<file path="config.mk">
export PLATFORM = sky130hd
export DESIGN_NAME = bsmcc_ctrl
export DESIGN_NICKNAME = d
export VERILOG_FILES = /design/src/rtl/core/bsmcc_pkg.sv /design/src/rtl/core/bsmcc_ctrl.sv
export SDC_FILE = /design/constraint.sdc
export NUM_CORES = 1
export LEC_CHECK = 0
export BUFFER_PORTS_ARGS = -buffer_cell sky130_fd_sc_hd__buf_2
export CAP_MARGIN = 10
export CELL_PAD_IN_SITES_DETAIL_PLACEMENT = 1
export CELL_PAD_IN_SITES_GLOBAL_PLACEMENT = 2
export CORE_MARGIN = 2
export CORE_UTILIZATION = 19
export CTS_CLUSTER_SIZE = 20
export DETAILED_ROUTE_END_ITERATION = 12
export HOLD_SLACK_MARGIN = 0.08
export PLACE_DENSITY = 0.77
export SLEW_MARGIN = 5
export SYNTH_ARGS = -nofsm -noshare
export SYNTH_HDL_FRONTEND = slang
export SYNTH_SLANG_ARGS = --single-unit
</file>
<file path="constraint.sdc">
create_clock -name clk -period 2.9 [get_ports clk]
set_input_delay 0.58 -clock clk [delete_from_list [all_inputs] [get_ports clk]]
set_output_delay 0.58 -clock clk [all_outputs]
set_load 0.1 [all_outputs]
</file>
<file path="src/rtl/core/bsmcc_pkg.sv">
// Shared constants and types for the battery sample median and coulomb counter.
`default_nettype none
package bsmcc_pkg;
  localparam int Ports = 4;
  localparam int Window = 5;
  localparam int PortW = 2;
  localparam int SlotW = 3;
  localparam int WinW = 20;            // Ports * Window
  localparam int WinIdxW = 5;
  localparam logic [3:0] CountMax = 4'd15;

  localparam logic [1:0] RegMinV = 2'd0;
  localparam logic [1:0] RegMaxV = 2'd1;
  localparam logic [1:0] RegMaxI = 2'd2;
  localparam logic [1:0] RegLimit = 2'd3;

  localparam logic [1:0] StUpdated = 2'd0;
  localparam logic [1:0] StRejected = 2'd1;
  localparam logic [1:0] StLatched = 2'd2;

  typedef struct packed {
    logic        load;      // take input request, check it
    logic        write_win; // store sample in ring
    logic        clear_rank;
    logic        rank_step; // compare one ring entry against all
    logic        mul_pow;
    logic        mul_chg;
    logic        mul_eng;
    logic        accum;
    logic        finish;
  } bsmcc_cmd_t;

  typedef struct packed {
    logic       out_range;
    logic       valid_smp;
    logic       rank_last;
  } bsmcc_stat_t;
endpackage
`default_nettype wire

</file>
<file path="src/rtl/core/bsmcc_ctrl.sv">
// Sequencer: steps one request through check, ring update, median, products.
`default_nettype none
module bsmcc_ctrl
  import bsmcc_pkg::*;
(
  input  wire logic        clk,
  input  wire logic        rst,
  input  wire logic        in_valid,
  output logic             in_ready,
  input  wire logic        out_busy,
  output logic             out_load,
  output bsmcc_cmd_t       cmd,
  input  bsmcc_stat_t      stat
);
  typedef enum logic [2:0] {
    S_IDLE, S_CHECK, S_RANK, S_POW, S_CHG, S_ENG, S_ACC, S_DONE
  } state_t;
  state_t state;

  assign in_ready = (state == S_IDLE);
  assign out_load = (state == S_DONE) && !out_busy;

  always_comb begin
    cmd = '0;
    cmd.load = in_ready && in_valid;
    unique case (state)
      S_CHECK: begin
        cmd.write_win = stat.valid_smp;
        cmd.clear_rank = 1'b1;
      end
      S_RANK: cmd.rank_step = 1'b1;
      S_POW: cmd.mul_pow = 1'b1;
      S_CHG: cmd.mul_chg = 1'b1;
      S_ENG: cmd.mul_eng = 1'b1;
      S_ACC: cmd.accum = 1'b1;
      S_DONE: cmd.finish = out_load;
      default: ;
    endcase
  end

  always_ff @(posedge clk) begin
    if (rst) begin
      state <= S_IDLE;
    end else begin
      unique case (state)
        S_IDLE: if (in_valid) state <= S_CHECK;
        S_CHECK: state <= stat.out_range ? S_DONE : S_RANK;
        S_RANK: if (stat.rank_last) state <= S_POW;
        S_POW: state <= S_CHG;
        S_CHG: state <= S_ENG;
        S_ENG: state <= S_ACC;
        S_ACC: state <= S_DONE;
        S_DONE: if (!out_busy) state <= S_IDLE;
        default: state <= S_IDLE;
      endcase
    end
  end
endmodule
`default_nettype wire

</file>
==> metrics.md, run 1 <==
| Metric | Value |
|---|---|
| Number of synthesized flops with an enable pin | 0 |
| First-pass GRT wire length | 1124 um |
| Max Freq | 441.4 MHz |
| CTS tree | done |
| Maximum VDD drop | 251.1 uV |
| Logic gate share of total power | 53.4% |
| CP max stage delay | 590 ps |
| Sw Ratio | 55.98% |
| Clock share of power | 23.7% |
| Biggest register | state |
| Post-synth cell types | 17 |
| Int Power | 0.0001347 W |
| #FFs+latches synth | 3 |
| CP endpoint kind | output port |
| Status | finished, final reports clean |
| CP startpoint | state[2]$_SDFFE_PP0P_ |
| Core area | 1269 um^2 |
| Wire per inst | 10.18 um |
| Final #Nets | 55 |
| Post-synth top area share | 23.88% |
| Yosys warns | 0 |
| Pins Over Slew Limit | 0 |
| Final instance area | 376.6 um^2 |
| Register area share after synthesis | 23.88% |
| Commonest cells in the netlist | nor2_1 (4), and2_1 (3), dfxtp_1 (3) |
| Placed cell area | 350.3 um^2 |
| Switching Power | 0.0001713 W |
| GPL Wtd Cong | 0.6779 |
| GRT Total Usage | 10.65% |
| Crit path max-delay cell type | dfxtp_1 |
| Initial DRC count | 3 |
| Post-CTS Setup Inserts | 0 |
| CTS buffer count | 3 |
| Worst reg-to-reg setup slack | 1660 ps |
| Synthesis-to-layout area growth | 49.75% |
| Antenna diodes | 0 |
| Hold WC Path Type | in2reg |
| Routed WL | 631 um |
| Max Buffers Root-to-Sink | 2 |
| DRC viols | 0 |
| Largest net degree at the start of global routing | 15 |
| Pwr dens | 812.7 nW/um^2 |
| Stages on worst setup path | 3 |
| Synth top area cells | dfxtp_1 (24%), nor3b_2 (10%), and2_1 (7.5%), and3b_1 (7.0%), a221oi_2 (6.0%) |
| Top FF cell, synth | dfxtp_1 |
| Post-synth ARST share | 0% |
| Tcrit/Tclk final | 78.13% |
| Io pins | 18 |
| Setup WS pre-CTS | 851.0 ps |
| Crit path to | cmd[0] |
| Largest registers | state (3) |
| Routed via count | 272 |
| Synthesized area | 251.5 um^2 |
| Worst Path Max Fanout | 11 |
| Data arrival, critical path | 1690 ps |
| Max reg flops | 3 |
| First-pass DRT Iterations | 3 |
| Leakage | 0.1919 nW |
| Worst R2R End | state[0]$_SDFFE_PP0P_ |
| Initial antenna violation count | 0 |
| Cell Count Post-Placement | 58 |
| Final min period | 2266 ps |
| Fin. Hold Viols | 0 |
| CP Cell Sequence | nand2_1 -> nor3b_4 -> buf_2 |
| Post-route ant nets | 0 |
| Avg Inst Size Synth | 8.383 um^2 |
| Vias in the first global route | 247 |
| Initial core utilization | 19.82% |
| RSZ-0062 raised after global routing | false |
| Sequential Power Share | 23.0% |
| Final setup viols | 0 |
| Final worst slack | 634.3 ps |
| Top delay family on crit path | flip-flops |
| Final HPWL DP | 484.3 um |
| Setup_tns | 0 ps |
| Tightest Pin Transition | 578.0 ps |
| Total grt overflow | 0 |
| Layout cell share with drive strength beyond 1 | 53.19% |
| Post-CTS resize count | 0 |
| Insertion delay to the later sink of the worst-skew pair | 230 ps |
| Worst slew margin | 61.41% |
| Worst r2r path cells | 2 |
| Crit Path Class | reg2out |
| H-tree levels | 1 |
| PortBufs | 17 |
| Die area | 1631 um^2 |
| Row Count | 13 |
| Max-Cap Viols | 0 |
| Crit path launch type | flop |
| Crit path required time | 2320 ps |
| Die Y | 40.38 um |
| Die X | 40.38 um |
| Hold-fix buffers, CTS | 0 |
| Clk slew on worst S/H paths | 40 ps |
| Clk sinks | 3 |
| CTS Root Cell | clkbuf_4 |
| Cell taking the most area after synthesis | dfxtp_1 |
| Reg2reg start | state[1]$_SDFFE_PP0P_ |
| CP Buf/Inv Count | 1 |
| Post-Layout Cell Count | 62 |
| Post-Synthesis Cells | 30 |
| Via-per-instance ratio | 4.387 |
| Hold WS | 551.2 ps |
| Clk_skew | 2.409 ps |
| Most common cell in the netlist | nor2_1 |
| Post-Syn Nets | 37 |
[stage by stage]
stage	power (W)	utilization, %
finish	0.0003061	29.68
CTS	0.0003106	29.68
global route	0.0003230	29.68
global placement	0.0002340	27.61
floorplan	0.0002166	-
detailed placement	0.0002358	27.61
[final cells by class]
| class | instances | area (um^2) |
|---|---|---|
| clock buffers | 4 | 26.28 |
| fillers | 161 | 892.1 |
| multi-input cells | 23 | 186.4 |
| flip-flops and latches | 3 | 60.06 |
| well taps | 15 | 18.77 |
| repair buffers | 17 | 85.08 |
[placed cells by master, fill, tap and decap left out, drive strengths merged]
cell,instances
nor3b,4
a31oi,1
a21oi,1
buf,17
and3b,2
mux2i,1
nand2,2
nor2,4
nor3,3
clkbuf,4
dfxtp,3
a221oi,1
o21a,1
and2,3
[layer usage]
metal / global-route usage [%] / part of all wire [%]
met5: 0 / 0
met4: 7.500 / 0
met3: 3.333 / 6.3
met2: 14.29 / 45
met1: 14.01 / 49
[power by group through the flow]
stage / Combinational, W / Clock (W) / Sequential [W]
6_report: 0.000163 / 0.0000724 / 0.0000703
5_1_grt: 0.000171 / 0.0000792 / 0.0000733
4_1_cts: 0.000165 / 0.0000757 / 0.0000704
3_5_place_dp: 0.000164 / 0 / 0.0000713
3_3_place_gp: 0.000164 / 0 / 0.0000703
2_1_floorplan: 0.000164 / 0 / 0.0000527
[worst min path at each step]
stage	slack (ps)	depth (start not counted)	endpoint	from
2_1_floorplan	610	3	state[0]$_SDFFE_PP0P_	state[2]$_SDFFE_PP0P_
3_3_place_gp	670	2	state[1]$_SDFFE_PP0P_	state[0]$_SDFFE_PP0P_
3_5_place_dp	690	2	state[1]$_SDFFE_PP0P_	state[0]$_SDFFE_PP0P_
4_1_cts	540	2	state[0]$_SDFFE_PP0P_	rst
5_1_grt	560	2	state[0]$_SDFFE_PP0P_	rst
6_report	550	2	state[0]$_SDFFE_PP0P_	rst
[kinds of logic after synthesis]
group	share of synthesized area [%]
compound gates	13.43
buf+inv	11.44
flops	23.88
mux	3.980
simple gates	47.26
Note: power is estimated with default switching activity, not from simulation.
==> inputs of run 2 (changes only) <==
--- a/config.mk
+++ b/config.mk
@@ -10,11 +10,11 @@
 export CELL_PAD_IN_SITES_DETAIL_PLACEMENT = 1
 export CELL_PAD_IN_SITES_GLOBAL_PLACEMENT = 2
 export CORE_MARGIN = 2
-export CORE_UTILIZATION = 19
+export CORE_UTILIZATION = 18
 export CTS_CLUSTER_SIZE = 20
 export DETAILED_ROUTE_END_ITERATION = 12
 export HOLD_SLACK_MARGIN = 0.08
-export PLACE_DENSITY = 0.77
+export PLACE_DENSITY = 0.74
 export SLEW_MARGIN = 5
 export SYNTH_ARGS = -nofsm -noshare
 export SYNTH_HDL_FRONTEND = slang
==> constraint.sdc (replaced) <==
create_clock -name clk -period 2.2 [get_ports clk]
set_input_delay 0.44 -clock clk [delete_from_list [all_inputs] [get_ports clk]]
set_output_delay 0.44 -clock clk [all_outputs]
set_load 0.1 [all_outputs]
==> run 2 against run 1 <==
  * Register-to-register slack got worse by 630 ps
  * Core utilization increased by 0.22 points
  * Non-clock buffer count unchanged
  * Clock skew about the same
  * Sequential cell count unchanged
  * Critical path depth unchanged
  * Clock-buffer cell count unchanged
  * Total power increased by 34%
  * Critical path type unchanged
  * Critical endpoint is now out_load
  * Largest cell class unchanged
  * Largest power group unchanged
==> metrics.md, run 2 (synthesis gave the netlist of run 1 again) <==
| Metric | Value |
|---|---|
| Worst slew margin | 67.57% (was 61.41%) |
| Die area | 1712 um^2 (was 1631 um^2) |
| Die Y | 41.38 um (was 40.38 um) |
| First-pass DRT Iterations | 2 (was 3) |
| PortBufs | 17 (unchanged) |
| Routed WL | 651 um (was 631 um) |
| Final HPWL DP | 516.8 um (was 484.3 um) |
| Setup WS pre-CTS | 329.2 ps (was 851.0 ps) |
| Synthesis-to-layout area growth | 54.73% (was 49.75%) |
| CP endpoint kind | output port (unchanged) |
| Max-Cap Viols | 0 (unchanged) |
| Post-CTS Setup Inserts | 0 (unchanged) |
| Fin. Hold Viols | 0 (unchanged) |
| Io pins | 18 (unchanged) |
| Total grt overflow | 0 (unchanged) |
| Initial core utilization | 19.33% (was 19.82%) |
| Hold wc startpoint | rst (unchanged) |
| Row Count | 13 (unchanged) |
| Commonest non-fill, non-tap cells in the layout | buf_2 (17), nor2_1 (3), clkbuf_4 (3) (was buf_2 (17), nor2_1 (4), and2_1 (3), clkbuf_4 (3), dfxtp_1 (3)) |
| Biggest register | state (unchanged) |
| Hold-fix buffers, CTS | 0 (unchanged) |
| Final setup viols | 0 (unchanged) |
| CTS buffer count | 3 (unchanged) |
| Hold WC Path Type | in2reg (unchanged) |
| Layout fillers | 169 (was 161) |
| Layout cell share with drive strength beyond 1 | 65.96% (was 53.19%) |
| GPL Wtd Cong | 0.6770 (was 0.6779) |
| GRT Total Usage | 9.382% (was 10.65%) |
| Crit Path Class | reg2out (unchanged) |
| Wire per inst | 10.50 um (was 10.18 um) |
| Post-CTS resize count | 0 (unchanged) |
| Max Freq | 474.4 MHz |
| Initial antenna violation count | 0 (unchanged) |
| Clk sinks | 3 (unchanged) |
| Hold WS | 398.3 ps (was 551.2 ps) |
| Core area | 1301 um^2 (was 1269 um^2) |
| Final min period | 2108 ps |
| Largest net degree at the start of global routing | 15 (unchanged) |
| Pins Over Slew Limit | 0 (unchanged) |
| DRC viols | 0 (unchanged) |
| Via-per-instance ratio | 4.387 (unchanged) |
| Final worst slack | 92.12 ps (was 634.3 ps) |
| Final #Nets | 55 (unchanged) |
| CTS tree | done (unchanged) |
| Initial DRC count | 4 (was 3) |
| Crit path required time | 1760 ps (was 2320 ps) |
| Vias in the first global route | 237 (was 247) |
| Die X | 41.38 um (was 40.38 um) |
| Data arrival, critical path | 1670 ps (was 1690 ps) |
| Antenna diodes | 0 (unchanged) |
| Utilization after layout | 29.90% (was 29.68%) |
| Insertion delay to the later sink of the worst-skew pair | 230 ps (about the same) |
| CTS Root Cell | clkbuf_4 (unchanged) |
| Maximum VDD drop | 383.4 uV (was 251.1 uV) |
| Crit path launch type | flop (unchanged) |
| Worst Path Max Fanout | 11 (unchanged) |
| First-pass GRT wire length | 1007 um (was 1124 um) |
| Clk_skew | 2.646 ps (was 2.409 ps) |
| Pwr dens | 1054 nW/um^2 (was 812.7 nW/um^2) |
| Cell Count Post-Placement | 58 (unchanged) |
| Clk slew on worst S/H paths | 40 ps (about the same) |
| CP startpoint | state[2]$_SDFFE_PP0P_ (unchanged) |
| Largest registers | state (3) (unchanged) |
| Routed via count | 272 (unchanged) |
| Post-Layout Cell Count | 62 (unchanged) |
| Post-route ant nets | 0 (unchanged) |
| RSZ-0062 raised after global routing | true (was false) |
| Tightest Pin Transition | 489.8 ps (was 578.0 ps) |
| Most common cell after layout, fill and taps aside | buf_2 (unchanged) |
| Max Buffers Root-to-Sink | 2 (unchanged) |
| Reg2reg start | state[2]$_SDFFE_PP0P_ (was state[1]$_SDFFE_PP0P_) |
| Leakage | 0.1963 nW (was 0.1919 nW) |
| Status | finished, final reports clean (unchanged) |
| Max reg flops | 3 (unchanged) |
| Tcrit/Tclk final | 95.81% |
| H-tree levels | 1 (unchanged) |
-- run 2: area by class of cell --
| class | count | area [um^2] | share of cell area, % |
|---|---|---|---|
| Multi-Input combinational cell | 23 | 196.4 | 50.48 |
| Timing Repair Buffer | 17 | 85.08 | 21.86 |
| Tap cell | 15 | 18.77 | 4.823 |
| Clock buffer | 4 | 26.28 | 6.752 |
| Sequential cell | 3 | 62.56 | 16.08 |
-- run 2: where the power goes --
part | internal [W] | switching, W
combinational | 0.0000511 | 0.000169
clock | 0.0000679 | 0.0000277
sequential | 0.0000637 | 0.0000306
total | 0.000183 | 0.000228
-- run 2: per-stage QoR --
| step | total power [W] | instance area, um^2 | TNS, ps |
|---|---|---|---|
| after floorplan | 0.0003009 | 312.8 | -92.26 |
| after global placement | 0.0003157 | 362.8 | 0 |
| after detailed placement | 0.0003167 | 362.8 | 0 |
| after CTS | 0.0004174 | 389.1 | 0 |
| after global routing | 0.0004295 | 389.1 | -25.35 |
| final | 0.0004103 | 389.1 | 0 |
-- run 2: path summary, 6_finish.rpt --
check,to,slack (ps),cells past startpoint
setup / recovery,out_load,90,3
hold / removal,state[0]$_SDFFE_PP0P_,400,2
setup reg to reg,state[2]$_SDFFE_PP0P_,1030,3
hold reg to reg,state[0]$_SDFFE_PP0P_,590,1
-- run 2: layer usage --
layer / routed length [um] / global-route usage, %
met5: 0 / 0
met3: 34 / 3.191
met1: 287 / 11.46
met4: 0 / 4.839
met2: 329 / 14.45
-- run 2: worst max-delay path, cell delays in order (launching register included) --
cell	delay [ps]
dfxtp_1	600
nand2_2	140
nor3b_4	240
buf_2	450
